`config.mk`:
```
export PLATFORM = sky130hd
export DESIGN_NAME = ordered_value_list
export DESIGN_NICKNAME = d
export VERILOG_FILES = /design/src/sv/ovl_pkg.sv /design/src/sv/ovl_cell.sv /design/src/sv/ovl_result_reg.sv /design/src/sv/ordered_value_list.sv
export VERILOG_INCLUDE_DIRS = /design/src /design/src/sv
export SDC_FILE = /design/constraint.sdc
export NUM_CORES = 1
export LEC_CHECK = 0
export BUFFER_PORTS_ARGS = -buffer_cell sky130_fd_sc_hd__buf_4
export CELL_PAD_IN_SITES_DETAIL_PLACEMENT = 0
export CELL_PAD_IN_SITES_GLOBAL_PLACEMENT = 1
export CORE_MARGIN = 1
export CORE_UTILIZATION = 41
export DETAILED_ROUTE_END_ITERATION = 8
export PLACE_DENSITY = 0.64
export SLEW_MARGIN = 0
export SYNTH_ARGS = -nofsm -noshare
export SYNTH_HDL_FRONTEND = slang
export SYNTH_SLANG_ARGS = --single-unit
```
`constraint.sdc`:
```
create_clock -name clk -period 5.75 [get_ports clk]
set_input_delay 0.575 -clock clk [delete_from_list [all_inputs] [get_ports clk]]
set_output_delay 0.575 -clock clk [all_outputs]
set_load 0.05 [all_outputs]
```
`src/sv/assert_macros.svh`:
```
// assertion macros for the ordered value list
`ifndef ASSERT_MACROS_SVH
`define ASSERT_MACROS_SVH

// property checked on every rising clock edge outside reset
`define OVL_ASSERT(lbl, prop, msg) \
	lbl: assert property (@(posedge clk) disable iff (!arst_n) (prop)) else $error(msg);

// implication checked in the next cycle outside reset
`define OVL_ASSERT_NEXT(lbl, pre, post, msg) \
	lbl: assert property (@(posedge clk) disable iff (!arst_n) (pre) |=> (post)) else $error(msg);

`endif

```
`src/sv/ovl_pkg.sv`:
```
// types and constants of the ordered value list
package ovl_pkg;

	localparam int CAPACITY = 16;
	localparam int CNT_W    = $clog2(CAPACITY + 1);
	localparam int VALUE_W  = 32;
	localparam int POS_W    = 4;
	localparam int COUNT_W  = 5;

	localparam logic [1:0] OP_APPEND = 2'd0;
	localparam logic [1:0] OP_REMOVE = 2'd1;
	localparam logic [1:0] OP_SEARCH = 2'd2;

	// per-transfer control handed to every cell
	typedef struct packed {
		logic append;
		logic remove;
	} ovl_ctrl_t;

	typedef struct packed {
		logic               found;
		logic [POS_W-1:0]   position;
		logic [COUNT_W-1:0] entry_count;
		logic               is_empty;
		logic               overflow;
	} ovl_result_t;

endpackage

```
`src/sv/ovl_cell.sv`:
```
// one list cell: holds an entry, compares it with the key, shifts on remove
module ovl_cell (
	input  logic                         clk,
	input  logic                         arst_n,
	input  ovl_pkg::ovl_ctrl_t           ctrl,
	input  logic [ovl_pkg::VALUE_W-1:0]  key,
	input  logic                         hit_in,
	input  logic                         prev_valid,
	input  logic [ovl_pkg::VALUE_W-1:0]  next_value,
	input  logic                         next_valid,
	output logic                         hit_out,
	output logic                         first_hit,
	output logic [ovl_pkg::VALUE_W-1:0]  value,
	output logic                         valid
);
	import ovl_pkg::*;

	logic [VALUE_W-1:0] value_q;
	logic               valid_q;
	logic               match;
	logic               take_key;
	logic               take_next;

	assign match     = valid_q && (value_q == key);
	assign hit_out   = hit_in | match;
	assign first_hit = match & ~hit_in;

	// the tail cell is the first empty one
	assign take_key  = ctrl.append && !valid_q && prev_valid;
	// cells at and after the removed entry move up by one
	assign take_next = ctrl.remove && hit_out;

	always_ff @(posedge clk or negedge arst_n) begin
		if (!arst_n) begin
			valid_q <= 1'b0;
		end else if (take_key) begin
			valid_q <= 1'b1;
		end else if (take_next) begin
			valid_q <= next_valid;
		end
	end

	always_ff @(posedge clk) begin
		if (take_key) begin
			value_q <= key;
		end else if (take_next) begin
			value_q <= next_value;
		end
	end

	assign value = value_q;
	assign valid = valid_q;

endmodule

```
`src/sv/ovl_result_reg.sv`:
```
// output register for results, frees the input side when empty or drained
module ovl_result_reg (
	input  logic                  clk,
	input  logic                  arst_n,
	input  logic                  load,
	input  ovl_pkg::ovl_result_t  result,
	output logic                  ready,
	output logic                  m_tvalid,
	input  logic                  m_tready,
	output ovl_pkg::ovl_result_t  held
);
	import ovl_pkg::*;

	logic        valid_q;
	ovl_result_t result_q;

	assign ready = !valid_q || m_tready;

	always_ff @(posedge clk or negedge arst_n) begin
		if (!arst_n) begin
			valid_q <= 1'b0;
		end else if (load) begin
			valid_q <= 1'b1;
		end else if (m_tready) begin
			valid_q <= 1'b0;
		end
	end

	always_ff @(posedge clk) begin
		if (load) begin
			result_q <= result;
		end
	end

	assign m_tvalid = valid_q;
	assign held     = result_q;

endmodule

```
`src/sv/ordered_value_list.sv`:
```
// Ordered list of up to CAPACITY signed 32-bit values held in a row of cells.
// Each input transfer carries an operation in s_tuser (append, remove first
// match, search first match) and a value in s_tdata. When a transfer is taken,
// every cell compares its entry with the value at once, a first-match chain
// runs through the row, and on remove the matching cell and the cells behind it
// take their neighbor's entry. One transfer is accepted per cycle while the
// output register is free or being read; the result appears there in the cycle
// after acceptance. The row's compare and first-match chain set the clock
// period. A full list drops and flags an append. Reset empties the list.
`include "assert_macros.svh"

module ordered_value_list (
	input  logic        clk,
	input  logic        arst_n,
	input  logic        s_tvalid,
	output logic        s_tready,
	input  logic [31:0] s_tdata,  // value[31:0]
	input  logic [1:0]  s_tuser,  // operation[1:0]
	output logic        m_tvalid,
	input  logic        m_tready,
	// found[0], position[4:1], entry_count[9:5], is_empty[10], overflow[11], zero[15:12]
	output logic [15:0] m_tdata
);
	import ovl_pkg::*;

	logic               accept;
	logic               full;
	logic               found;
	logic               do_append;
	logic               do_remove;
	logic [CNT_W-1:0]   count_q;
	logic [CNT_W-1:0]   count_next;
	logic [POS_W-1:0]   position;
	ovl_ctrl_t          ctrl;
	ovl_result_t        result;
	ovl_result_t        held;

	logic [CAPACITY:0]  hit_chain;
	logic [CAPACITY-1:0] first_hit;
	logic [CAPACITY-1:0] valid_vec;
	logic [VALUE_W-1:0] value_vec [CAPACITY];

	assign accept    = s_tvalid && s_tready;
	assign full      = (count_q == CNT_W'(CAPACITY));
	assign do_append = accept && (s_tuser == OP_APPEND);
	assign do_remove = accept && (s_tuser == OP_REMOVE);

	assign ctrl.append = do_append;
	assign ctrl.remove = do_remove;

	assign hit_chain[0] = 1'b0;

	for (genvar i = 0; i < CAPACITY; i++) begin : g_cell
		logic               prev_valid;
		logic [VALUE_W-1:0] next_value;
		logic               next_valid;

		if (i == 0) begin : g_head
			assign prev_valid = 1'b1;
		end else begin : g_body
			assign prev_valid = valid_vec[i-1];
		end

		if (i == CAPACITY - 1) begin : g_tail
			assign next_value = value_vec[i];
			assign next_valid = 1'b0;
		end else begin : g_mid
			assign next_value = value_vec[i+1];
			assign next_valid = valid_vec[i+1];
		end

		ovl_cell u_cell (
			.clk        (clk),
			.arst_n     (arst_n),
			.ctrl       (ctrl),
			.key        (s_tdata),
			.hit_in     (hit_chain[i]),
			.prev_valid (prev_valid),
			.next_value (next_value),
			.next_valid (next_valid),
			.hit_out    (hit_chain[i+1]),
			.first_hit  (first_hit[i]),
			.value      (value_vec[i]),
			.valid      (valid_vec[i])
		);
	end

	// first_hit is one-hot or zero, so an or of the indices encodes it
	always_comb begin
		position = '0;
		for (int i = 0; i < CAPACITY; i++) begin
			if (first_hit[i]) begin
				position = position | POS_W'(i);
			end
		end
	end

	always_comb begin
		found = hit_chain[CAPACITY] && ((s_tuser == OP_REMOVE) || (s_tuser == OP_SEARCH));
		count_next = count_q;
		priority if (s_tuser == OP_APPEND && !full) begin
			count_next = count_q + CNT_W'(1);
		end else if (s_tuser == OP_REMOVE && found) begin
			count_next = count_q - CNT_W'(1);
		end else begin
			count_next = count_q;
		end
	end

	always_ff @(posedge clk or negedge arst_n) begin
		if (!arst_n) begin
			count_q <= '0;
		end else if (accept) begin
			count_q <= count_next;
		end
	end

	assign result.found       = found;
	assign result.position    = found ? position : '0;
	assign result.entry_count = COUNT_W'(count_next);
	assign result.is_empty    = (count_next == '0);
	assign result.overflow    = (s_tuser == OP_APPEND) && full;

	ovl_result_reg u_result (
		.clk      (clk),
		.arst_n   (arst_n),
		.load     (accept),
		.result   (result),
		.ready    (s_tready),
		.m_tvalid (m_tvalid),
		.m_tready (m_tready),
		.held     (held)
	);

	assign m_tdata = {4'b0000, held.overflow, held.is_empty, held.entry_count,
		held.position, held.found};

	`OVL_ASSERT(a_count_bound, count_q <= CNT_W'(CAPACITY), "entry count above capacity")
	`OVL_ASSERT(a_valid_count, $countones(valid_vec) == int'(count_q), "valid cells off count")
	`OVL_ASSERT(a_first_hit, $onehot0(first_hit), "more than one first match")
	`OVL_ASSERT_NEXT(a_append_grows, do_append && !full,
		count_q == $past(count_q) + CNT_W'(1), "append did not grow the list")

endmodule

```
* Word level (Yosys, flattened, before mapping)
Index checks and enable logic that the tools add are counted. W data, S select, Z words.
Storage, ports and cells: flip-flop bits (word level) 546, bits of input ports 38, output and inout bits 18, word-level logic and storage cells 295
Cells by class: add/subtract/negate cells 2, equality and inequality tests 19, muxes and demuxes 81, bitwise logic cells 45, reduce and logical (&&, ||, !) cells 109
Operators with widths (count):
- $mux W32 | 30
- $eq A32 B32 Y1 | 16
- $logic_and A1 B1 Y1 | 70
- $mux W1 | 35
- $reduce_bool A2 Y1 | 17
- $mux W4 | 8
- $logic_not A1 Y1 | 18
- $and A1 B1 Y1 | 15
- $not A1 Y1 | 15
- $or A1 B1 Y1 | 15
- $mux W3 | 4
- $mux W5 | 2
- $add A5 B1 Y5 const B | 1
- $eq A5 B5 Y1 const B | 1
- $logic_not A5 Y1 | 1
- $sub A5 B1 Y5 const B | 1
- $mux W2 | 2
- $eq A2 B1 Y1 const B | 1
- $eq A2 B2 Y1 const B | 1
- $logic_not A2 Y1 | 1
- $logic_or A1 B1 Y1 | 2

* Longest topological paths before layout
Gate-level depths: netlist (run 1).
word-level depth 22, depth in mapped cells 13, mapped depth without buffers 10

* Hierarchy
Synthesis (run 1) repeated with hierarchy kept, for this count alone.
Second synthesis, totals: cells, all modules 2042, area total of the unflattened synthesis 29452.0 um2
By module, submodules not included:
- ovl_cell | times used 16, cells each 122, area each 1778.0 um2, sequential area each 985.9 um2
- ordered_value_list | times used 1, cells each 75, area each 596.8 um2, sequential area each 125.1 um2
- ovl_result_reg | times used 1, cells each 15, area each 407.9 um2, sequential area each 385.4 um2

* Least setup slack after synthesis (run 1)
No wires, ideal clock.
path type input to register, start point in s_tdata[13], end point reg g_cell[12].u_cell.value_q[0] (enable), library setup time 0.466 ns, arrival 4.782 ns, path slack 0.502 ns, stages 10, cell sequence buf_6 -> buf_12 -> xor2_1 -> nor4_2 -> nand4_1 -> or4_4 -> and4_1 -> and4_1 -> buf_2 -> o21ai_0
On the way: word-level cells in the longest chain between the ends 16, elaborated cells on any way between the ends 40
Ends and longest elaborated chain:
- start: declaration | line ordered_value_list.sv:17 | input logic [31:0] s_tdata,
- $eq A32 B32 Y1 | line ovl_cell.sv:24 | assign match = valid_q && (value_q == key);
- $logic_and A1 B1 Y1 | line ovl_cell.sv:24
- $or A1 B1 Y1 (11 in a row) | line ovl_cell.sv:25 | assign hit_out = hit_in | match;
- $or A1 B1 Y1 * | line ovl_cell.sv:25
- $logic_and A1 B1 Y1 * | line ovl_cell.sv:31 | assign take_next = ctrl.remove && hit_out;
- $reduce_bool A2 Y1 (no source line) *
- end signal: assignment | line ovl_cell.sv:45 | value_q <= key;
- end signal: assignment | line ovl_cell.sv:47 | value_q <= next_value;
- end: declaration | line ovl_cell.sv:18 | logic [VALUE_W-1:0] value_q;
Every way passes the cells marked *; elsewhere a longest branch is shown, timed or not. A chain may end at the register's enable or synchronous reset.

* Worst setup path in the final report (run 1)
start point in s_tdata[6], end point reg g_cell[7].u_cell.value_q[13] (enable)
On the way: word-level cells in the longest chain between the ends 11, elaborated cells on any way between the ends 25
Ends and longest elaborated chain (line):
- $eq A32 B32 Y1 | ovl_cell.sv:24
- $logic_and A1 B1 Y1 | ovl_cell.sv:24
- $or A1 B1 Y1 (6 in a row) | ovl_cell.sv:25
- $or A1 B1 Y1 * | ovl_cell.sv:25
- $logic_and A1 B1 Y1 * | ovl_cell.sv:31
- $reduce_bool A2 Y1 (no source line) *
- end signal: assignment | ovl_cell.sv:45
- end signal: assignment | ovl_cell.sv:47
- end: declaration | ovl_cell.sv:18
Marks and branches as above.

==> results of run 1 <==
[per-layer routing]
| metal | up-vias | part of all wire |
|---|---|---|
| met3 | 124 | 0.046 |
| met4 | 0 | 0.032 |
| met5 | - | 0 |
| met2 | 511 | 0.48 |
| li1 | 7757 | - |
| met1 | 8691 | 0.44 |
[final timing paths]
| check | startpoint | to | slack [ns] |
|---|---|---|---|
| min in group asynchronous | arst_n | count_q[1] | 0.45 |
| max in group asynchronous | arst_n | g_cell[10].u_cell.valid | 4.99 |
| hold / removal | s_tvalid | u_result.m_tvalid | 0.16 |
| setup / recovery | s_tdata[6] | g_cell[7].u_cell.value[13] | 1.87 |
| hold reg to reg | count_q[4] | count_q[4] | 0.56 |
| setup reg to reg | g_cell[4].u_cell.value[6] | g_cell[7].u_cell.value[13] | 1.90 |
[area by class of cell]
type | count | area [um^2]
Tap cell | 950 | 1190
Multi-Input combinational cell | 1383 | 12200
Timing Repair Buffer | 96 | 723
Inverter | 11 | 41.3
Fill cell | 6419 | 39300
Clock buffer | 83 | 1710
Sequential cell | 546 | 16300
Clock inverter | 30 | 254
[what timing repair did]
item,CTS,global route
endpoints found under the hold margin,22,0
endpoints found under the setup margin,0,0
hold buffers,1,0
resized for setup,0,0
buffers inserted,0,0
[state kept, by name, indices dropped and copies added, names as in the netlist]
name,count
g_cell.u_cell.value,512
g_cell.u_cell.valid,16
u_result.held,12
count_q,5
u_result.m_tvalid,1
[stage by stage]
stage                util  hold WS, ns
detailed placement  0.425        0.535
floorplan               -        0.279
global route        0.452        0.160
CTS                 0.452        0.119
global placement    0.425        0.526
finish              0.452        0.160
[report_power, final]
group,total [W],switching (W),internal [W]
clock network,0.00388,0.00163,0.00225
logic,0.000962,0.000592,0.000370
registers,0.00463,0.000135,0.00450
total,0.00947,0.00236,0.00711
[critical path, cell delays in order]
cell	delay, ns
buf_4	0.43
xor2_1	0.14
nor4_1	0.61
nand4_1	0.19
nor4_1	0.78
or4_4	0.33
nor2_1	0.14
o21ai_4	0.84
[synthesized netlist by cell type, types with 3 or more instances]
cell	n
edfxtp_1	524
mux2_2	467
xor2_1	344
xnor2_1	167
nor4_1	85
clkbuf_1	83
nand2_1	63
nand4_1	50
buf_4	45
buf_6	39
o21ai_0	32
nand3_1	29
nor3_1	23
dfrtp_1	22
nor2_1	15
nand3b_1	13
nand2b_1	12
buf_8	11
inv_1	11
a21oi_1	10
mux2i_1	7
and3_1	5
or4_4	5
and4_1	4
ha_1	4
buf_2	3
or4_1	3
[cells by family after synthesis]
logic type / after synthesis / share of synthesized area
compound gates: 64 / 0.0141
xor+xnor: 512 / 0.151
fa+ha+maj: 4 / 0.00168
buf+inv: 195 / 0.0454
flops: 546 / 0.546
mux: 475 / 0.179
other cells: 1 / 0.000126
simple gates: 324 / 0.0633
==> metrics.md, run 1 <==
| Metric | Value |
|---|---|
| Most Used Layer, Global Route | met2 |
| Chip Width | 272 um |
| DR WL/cell | 27.3 um |
| Grt met3 use | 0.0251 |
| Inserted Clock Buffers | 60 |
| Met2 usage | 0.377 |
| Final instance area | 32400 um^2 |
| Clock tree buffer depth | 3 |
| Clock root cell | clkbuf_16 |
| Clock-pin slew on the worst setup and hold paths | 0.06 ns |
| Initial Utilization | 0.416 |
| Commonest cells after routing, fill and taps aside | edfxtp_1 (524), mux2_2 (467), xor2_1 (344) |
| Largest fanout on the critical path | 32 |
| R2r worst-path depth | 7 |
| Die area | 73900 um^2 |
| Leakage | 11.1 nW |
| Setup crit end kind | flop |
| Top cell type's share of synthesized area | 0.527 |
| Synth warnings | 0 |
| RSZ-0062 raised after global routing | false |
| Share of layout cells above drive strength 1 | 0.315 |
| Synth area leader | edfxtp_1 |
| # IOs | 56 |
| Core ar. | 71700 um^2 |
| Sequential area share after synthesis | 0.546 |
| Synthesized cell area | 29800 um^2 |
| Htree depth | 2 |
| Slew headroom | 0.317 |
| Worst hold stages | 2 |
| WP data arrival | 4.13 ns |
| Vias in the first global route | 17600 |
| Largest net degree at the start of global routing | 36 |
| Total negative slack | 0 ns |
| Antenna-violating nets left | 0 |
| Nets | 2140 |
| Worst Hold Class | primary input to flop |
| PD cells | 292 nW/um^2 |
| Number of enable flip-flop cells after synthesis | 524 |
| Met1 GRT Util | 0.317 |
| Detailed-route vias per instance | 5.51 |
| Die height | 272 um |
| DRC errors left | 0 |
| Tot Pwr | 0.00947 W |
| Pins Over Slew Limit | 0 |
| Fmax | 257 MHz |
| Top cells by area, synth | edfxtp_1 (53%), mux2_2 (18%), xor2_1 (10%), xnor2_1 (4.9%), dfrtp_1 (1.8%) |
| ANT cells | 0 |
| Cells after Synth | 2121 |
| Max Cap Viol | 0 |
| #FFs+latches synth | 546 |
| Port Buf Inserts | 51 |
| Final WS setup | 1.87 ns |
| Max IR drop VDD | 0.242 mV |
| Initial antenna violation count | 1 |
| Routed wire length | 84700 um |
| Routed vias | 17100 |
| First-pass GRT wire length | 124000 um |
| Synthesized area per cell | 14.1 um^2 |
| GRT Overall Usage | 0.230 |
| Clock latency on the worst-skew pair | 0.64 ns |
| Status | finished, final reports clean |
| GP Congestion | 0.837 |
| Initial DRC Count | 1503 |
| Synthesis-to-finish area growth | 8.70% |
| Critical Path RT | 5.99 ns |
| Top_reg_cell synth | edfxtp_1 |
| Dpl ws | 1.30 ns |
| DRT Pass-1 Iters | 7 |
| Post-synth cell types | 64 |
| Sink Count | 546 |
| Hold Vio Cnt, Final | 0 |
| Rows | 98 |
| Post-DP HPWL | 56800 um |
| Post-route insts no fill | 3099 |
| Async SR Flop Fraction | 0.0403 |
| Final Setup Violations | 0 |
| Min Tclk post-route | 3.88 ns |
| Setup Skew | 0.0255 ns |
| CP Class | primary input to flop |
| Area of placed instances | 30500 um^2 |
| Placed Cells | 2985 |
| Startpoint Class | primary input |
| Final cycle utilization of the critical path | 0.675 |
| CTS tree | done |
| Worst Max-Slew Pin Slew | 1.02 ns |
| Most common cell after layout, fill and taps aside | edfxtp_1 |
| GRT overflow | 0 |
No activity file was read; power rests on OpenSTA's default activity.
==> run 2: changes to the inputs <==
Settings changed: PLACE_DENSITY 0.64 to 0.67.
Clock period 5.75 ns to 3.5 ns, I/O delays scaled along.
==> run 2 against run 1 <==
Compared with the run above: final area grew 3.7%; hold slack worse by 0.084 ns; worst setup slack worse by 1.8 ns; core utilization up 1.7 points; sequential share of layout area shrank 1.8 points; flip-flop and latch count stayed put; via count grew 3.0%; routed wire length increased by 0.58%.
==> metrics.md, run 2 (same netlist as run 1, synthesis figures left out) <==
| Metric | Value |
|---|---|
| Status | finished, final reports clean |
| Critical Path RT | 3.82 ns |
| Pins Over Slew Limit | 0 |
| DRC errors left | 0 |
| Clock root cell | clkbuf_16 |
| PD cells | 461 nW/um^2 |
| Net Sw Frac | 0.254 |
| Clock tree buffer depth | 3 |
| # IOs | 56 |
| Clock latency on the worst-skew pair | 0.66 ns |
| Total negative slack | 0 ns |
| Slew headroom | 0.519 |
| Startpoint Class | primary input |
| Routed vias | 17600 |
| DRT Pass-1 Iters | 5 |
| Chip Width | 272 um |
| Final cycle utilization of the critical path | 0.967 |
| Min Tclk post-route | 3.39 ns |
| Rows | 98 |
| CP Launch Point | s_tdata[27] |
| Share of layout cells above drive strength 1 | 0.347 |
| Combinational fraction of design power | 0.113 |
| Dpl ws | -0.0918 ns |
| Setup Skew | 0.0384 ns |
| Clk pwr share | 0.396 |
| Largest fanout on the critical path | 32 |
| First-pass GRT wire length | 126000 um |
| Port Buf Inserts | 51 |
| Max Cap Viol | 0 |
| Initial DRC Count | 1338 |
| Sink Count | 546 |
| Post-DP HPWL | 61200 um |
| Largest net degree at the start of global routing | 36 |
| Reg power frac | 0.490 |
| Inserted Clock Buffers | 59 |
| Max reg flops | 512 |
| Detailed-route vias per instance | 5.45 |
| Final design utilization | 0.469 |
| RSZ-0062 raised after global routing | false |
| GRT overflow | 0 |
| Worst Hold Class | primary input to flop |
| FF-to-FF Start | g_cell[11].u_cell.value[29] |
| Die height | 272 um |
| R2R Setup Slk | 0.13 ns |
| Commonest cells after routing, fill and taps aside | edfxtp_1 (524), mux2_2 (467), xor2_1 (344) |
| Worst Max-Slew Pin Slew | 0.720 ns |
| WP data arrival | 3.71 ns |
| Max IR drop VDD | 0.388 mV |
| DR WL/cell | 26.4 um |
| Post-cts repair resize count | 0 |
| GRT Overall Usage | 0.231 |
| Htree depth | 2 |
| Tot Pwr | 0.0155 W |
| Die area | 73900 um^2 |
| GP Congestion | 0.836 |
| Fmax | 295 MHz |
| Reg2Reg Capture Point | g_cell[12].u_cell.value[30] |
| Leakage | 11.7 nW |
| NetSw | 0.00395 W |
| CTS tree | done |
| Hold Vio Cnt, Final | 0 |
| Routed wire length | 85200 um |
| Clock-pin slew on the worst setup and hold paths | 0.06 ns |
| Final WS setup | 0.114 ns |
| Nets | 2270 |
| Synthesis-to-finish area growth | 12.8% |
| Antenna-violating nets left | 0 |
| Critical Path End | g_cell[10].u_cell.value[31] |
| Setup crit end kind | flop |
| R2r worst-path depth | 9 |
| Final Setup Violations | 0 |
| ANT cells | 0 |
| Pint | 0.0116 W |
| Most common cell after layout, fill and taps aside | edfxtp_1 |
| Number of fill cells | 6368 |
| Initial antenna violation count | 0 |
| Core ar. | 71700 um^2 |
| CP Class | primary input to flop |
| Vias in the first global route | 18200 |
| Initial Utilization | 0.416 |
[run 2: cell types whose count changed in the layout (fill, tap and decap cells not counted), moves of 2 or more]
cell	before	now
dlygate4sd3_1	1	3
buf_4	95	197
buf_12	0	27
clkinvlp_4	0	2
clkbuf_16	62	59
clkbuf_8	8	0
clkbuf_1	13	16
clkinv_1	9	19
clkinv_2	15	6
[run 2: critical path, stage by stage]
cell	delay, ns
dlygate4sd3_1	0.53
buf_4	0.18
buf_12	0.18
xor2_1	0.19
nor4_1	0.42
nand4_1	0.17
nor4_1	0.45
buf_4	0.21
or4_4	0.19
nor2_1	0.14
a41o_1	0.28
nand2_1	0.11
buf_12	0.22
[run 2: layout make-up]
type                            instances  area [um^2]  share of cell area
Inverter                               11         41.3             0.00123
Tap cell                              950         1190              0.0353
Clock buffer                           75         1540              0.0457
Multi-Input combinational cell       1383        12200               0.363
Clock inverter                         35          322             0.00956
Sequential cell                       546        16300               0.484
Timing Repair Buffer                  227         2050              0.0609
[run 2: worst min path at each step]
stage | startpoint | end | slack, ns | depth (start not counted)
floorplan | arst_n | count_q[0] | 0.05 | 0
global placement | arst_n | u_result.m_tvalid | 0.28 | 1
detailed placement | arst_n | u_result.m_tvalid | 0.29 | 1
CTS | m_tready | u_result.m_tvalid | 0.05 | 3
global route | s_tdata[18] | g_cell[8].u_cell.value[18] | 0.10 | 2
finish | m_tready | u_result.m_tvalid | 0.08 | 3
[run 2: metal layers]
metal  vias up  track usage  part of all wire
li1       7998            -                 -
met2       448        0.392              0.49
met4         0       0.0596             0.025
met3       117       0.0277             0.045
met5         -            0                 0
met1      9024        0.313              0.44
[run 2: per-stage QoR]
step                std cells  hold WS (ns)  cell area (um^2)
global placement         3114         0.283             31800
finish                   3227        0.0763             33700
CTS                      3227        0.0482             33700
detailed placement       3114         0.285             31800
floorplan                2124        0.0544             29900
global route             3227         0.102             33700
[run 2: what timing repair did]
action / CTS / global route
hold buffers: 3 / 0
buffers inserted: 0 / 0
setup endpoints to repair: 0 / 0
hold endpoints to repair: 24 / 0
[run 2: power groups by stage]
stage               Sequential (W)  Combinational, W  Clock, W
floorplan                  0.00772           0.00115         0
global placement           0.00775           0.00174         0
detailed placement         0.00775           0.00175         0
CTS                        0.00762           0.00177   0.00624
global route               0.00764           0.00188   0.00649
finish                     0.00761           0.00176   0.00616
==> run 3: changes to the inputs <==
Settings changed: CORE_MARGIN 1 to 2, PLACE_DENSITY 0.67 to default, PLACE_DENSITY_LB_ADDON from default to 0.3.
==> run 3 against run 2 <==
Compared with the run above: clock-buffer cell count up 1; clock power up 2%; clock skew down 0.0020 ns; combinational power about the same; first-iteration DRC count up 16%; register-to-register slack about the same; highest routed layer is now met5; sequential power about the same; critical path depth down 1; fmax up 0.74%.
==> metrics.md, run 3 (same netlist as run 1, synthesis figures left out) <==
| Metric | Value |
|---|---|
| Max Cap Viol | 0 |
| Routed wire length | 85700 um |
| Commonest cells after routing, fill and taps aside | edfxtp_1 (524), mux2_2 (467), xor2_1 (344) |
| Port Buf Inserts | 51 |
| WP data arrival | 3.69 ns |
| Htree depth | 2 |
| Post-route insts no fill | 3255 |
| Startpoint Class | flop |
| Detailed-route vias per instance | 5.47 |
| Final Setup Violations | 0 |
| # IOs | 56 |
| Setup crit end kind | flop |
| Hold Vio Cnt, Final | 0 |
| Clock-pin slew on the worst setup and hold paths | 0.06 ns |
| PD cells | 461 nW/um^2 |
| Worst Max-Slew Pin Slew | 0.850 ns |
| DRT Pass-1 Iters | 5 |
| Routed vias | 17800 |
| DRC errors left | 0 |
| GRT Overall Usage | 0.228 |
| Sink Count | 546 |
| Die area | 75000 um^2 |
| Fmax | 298 MHz |
| Synthesis-to-finish area growth | 14.0% |
| GRT overflow | 0 |
| Initial DRC Count | 1558 |
| Total negative slack | 0 ns |
| Core ar. | 71700 um^2 |
| Chip Width | 274 um |
| Inserted Clock Buffers | 59 |
| Status | finished, final reports clean |
| DR WL/cell | 26.3 um |
| Pins Over Slew Limit | 0 |
| Post-CTS setup buffers | 0 |
| Nets | 2298 |
| CP Class | flop to flop |
| Clock latency on the worst-skew pair | 0.64 ns |
| Setup Skew | 0.0364 ns |
| Initial Utilization | 0.416 |
| Leakage | 11.9 nW |
| Antenna-violating nets left | 0 |
| Die height | 274 um |
| Placed Cells | 3143 |
| Post-DP HPWL | 62500 um |
| Max reg flops | 512 |
| Vias in the first global route | 18500 |
| Critical Path RT | 3.83 ns |
| Slew headroom | 0.432 |
| CTS tree | done |
| First-pass GRT wire length | 125000 um |
| Initial antenna violation count | 2 |
| Max IR drop VDD | 0.365 mV |
| Final cycle utilization of the critical path | 0.960 |
| Clock root cell | clkbuf_16 |
| Min Tclk post-route | 3.36 ns |
| Most common cell after layout, fill and taps aside | edfxtp_1 |
| Share of layout cells above drive strength 1 | 0.360 |
| Largest net degree at the start of global routing | 36 |
| Clock tree buffer depth | 3 |
| Worst Hold Class | primary input to flop |
| Largest fanout on the critical path | 28 |
| GP Congestion | 0.873 |
| Rows | 98 |
| Min Hold Slack | 0.127 ns |
| RSZ-0062 raised after global routing | false |
[run 3: changes by cell type in the layout (fill, tap and decap cells not counted), moves of 2 or more]
cell	change
clkinv_2	+6
buf_12	+7
diode_2	+3
clkinv_1	-10
buf_4	+22
nor4_2	+2
nor4_1	-2
[run 3: timing repair]
| item | in CTS | in global routing |
|---|---|---|
| hold buffers | 2 | 0 |
| endpoints found under the hold margin | 23 | 0 |
| endpoints found under the setup margin | 0 | 85 |
| resized for setup | 0 | 2 |
[run 3: area by class of cell]
cell class	count	area [um^2]
Fill cell	6289	37700
Clock buffer	76	1570
Tap cell	950	1190
Sequential cell	546	16300
Clock inverter	31	327
Antenna cell	3	7.51
Timing Repair Buffer	255	2340
Inverter	11	41.3
Multi-Input combinational cell	1383	12200
[run 3: report_power, final]
group / internal [W] / total, W / leakage (nW) / switching [W]
Combinational: 0.000751 / 0.00179 / 5.99 / 0.00104
Sequential: 0.00738 / 0.00760 / 5.00 / 0.000216
Clock: 0.00360 / 0.00628 / 0.922 / 0.00269
[run 3: final timing paths]
check	from	to	cells past startpoint	slack, ns
worst max-delay path	g_cell[8].u_cell.value[22]	g_cell[13].u_cell.value[10]	12	0.14
max in group asynchronous	arst_n	g_cell[3].u_cell.valid	2	2.99
worst min-delay path	m_tready	u_result.m_tvalid	3	0.13
worst min register to register	count_q[4]	count_q[4]	1	0.55
worst max register to register	g_cell[8].u_cell.value[22]	g_cell[13].u_cell.value[10]	12	0.14
min in group asynchronous	arst_n	g_cell[10].u_cell.valid	2	0.23
[run 3: worst max-delay path, stage by stage, from the launching register on]
cell	delay, ns
edfxtp_1	0.44
xor2_1	0.17
nor4_1	0.39
buf_4	0.17
nand4_1	0.12
or4_1	0.58
buf_4	0.19
and4_1	0.22
and4_1	0.19
nand2_2	0.11
nand2_1	0.06
nand2_1	0.17
buf_12	0.22
[run 3: through the flow]
| step | worst slack, ns | utilization | area (um^2) | power, W |
|---|---|---|---|---|
| after global placement | -0.199 | 0.447 | 32100 | 0.00949 |
| after CTS | 0.0702 | 0.474 | 34000 | 0.0158 |
| after detailed placement | -0.214 | 0.447 | 32100 | 0.00951 |
| after global routing | 0.00230 | 0.474 | 34000 | 0.0162 |
| after floorplan | -0.159 | - | 29900 | 0.00887 |
| final | 0.139 | 0.474 | 34000 | 0.0157 |
[run 3: layer usage]
layer	track usage	wire length, um
met1	0.309	37700
met2	0.368	40500
met3	0.0425	4780
met4	0.0772	2740
met5	0	10
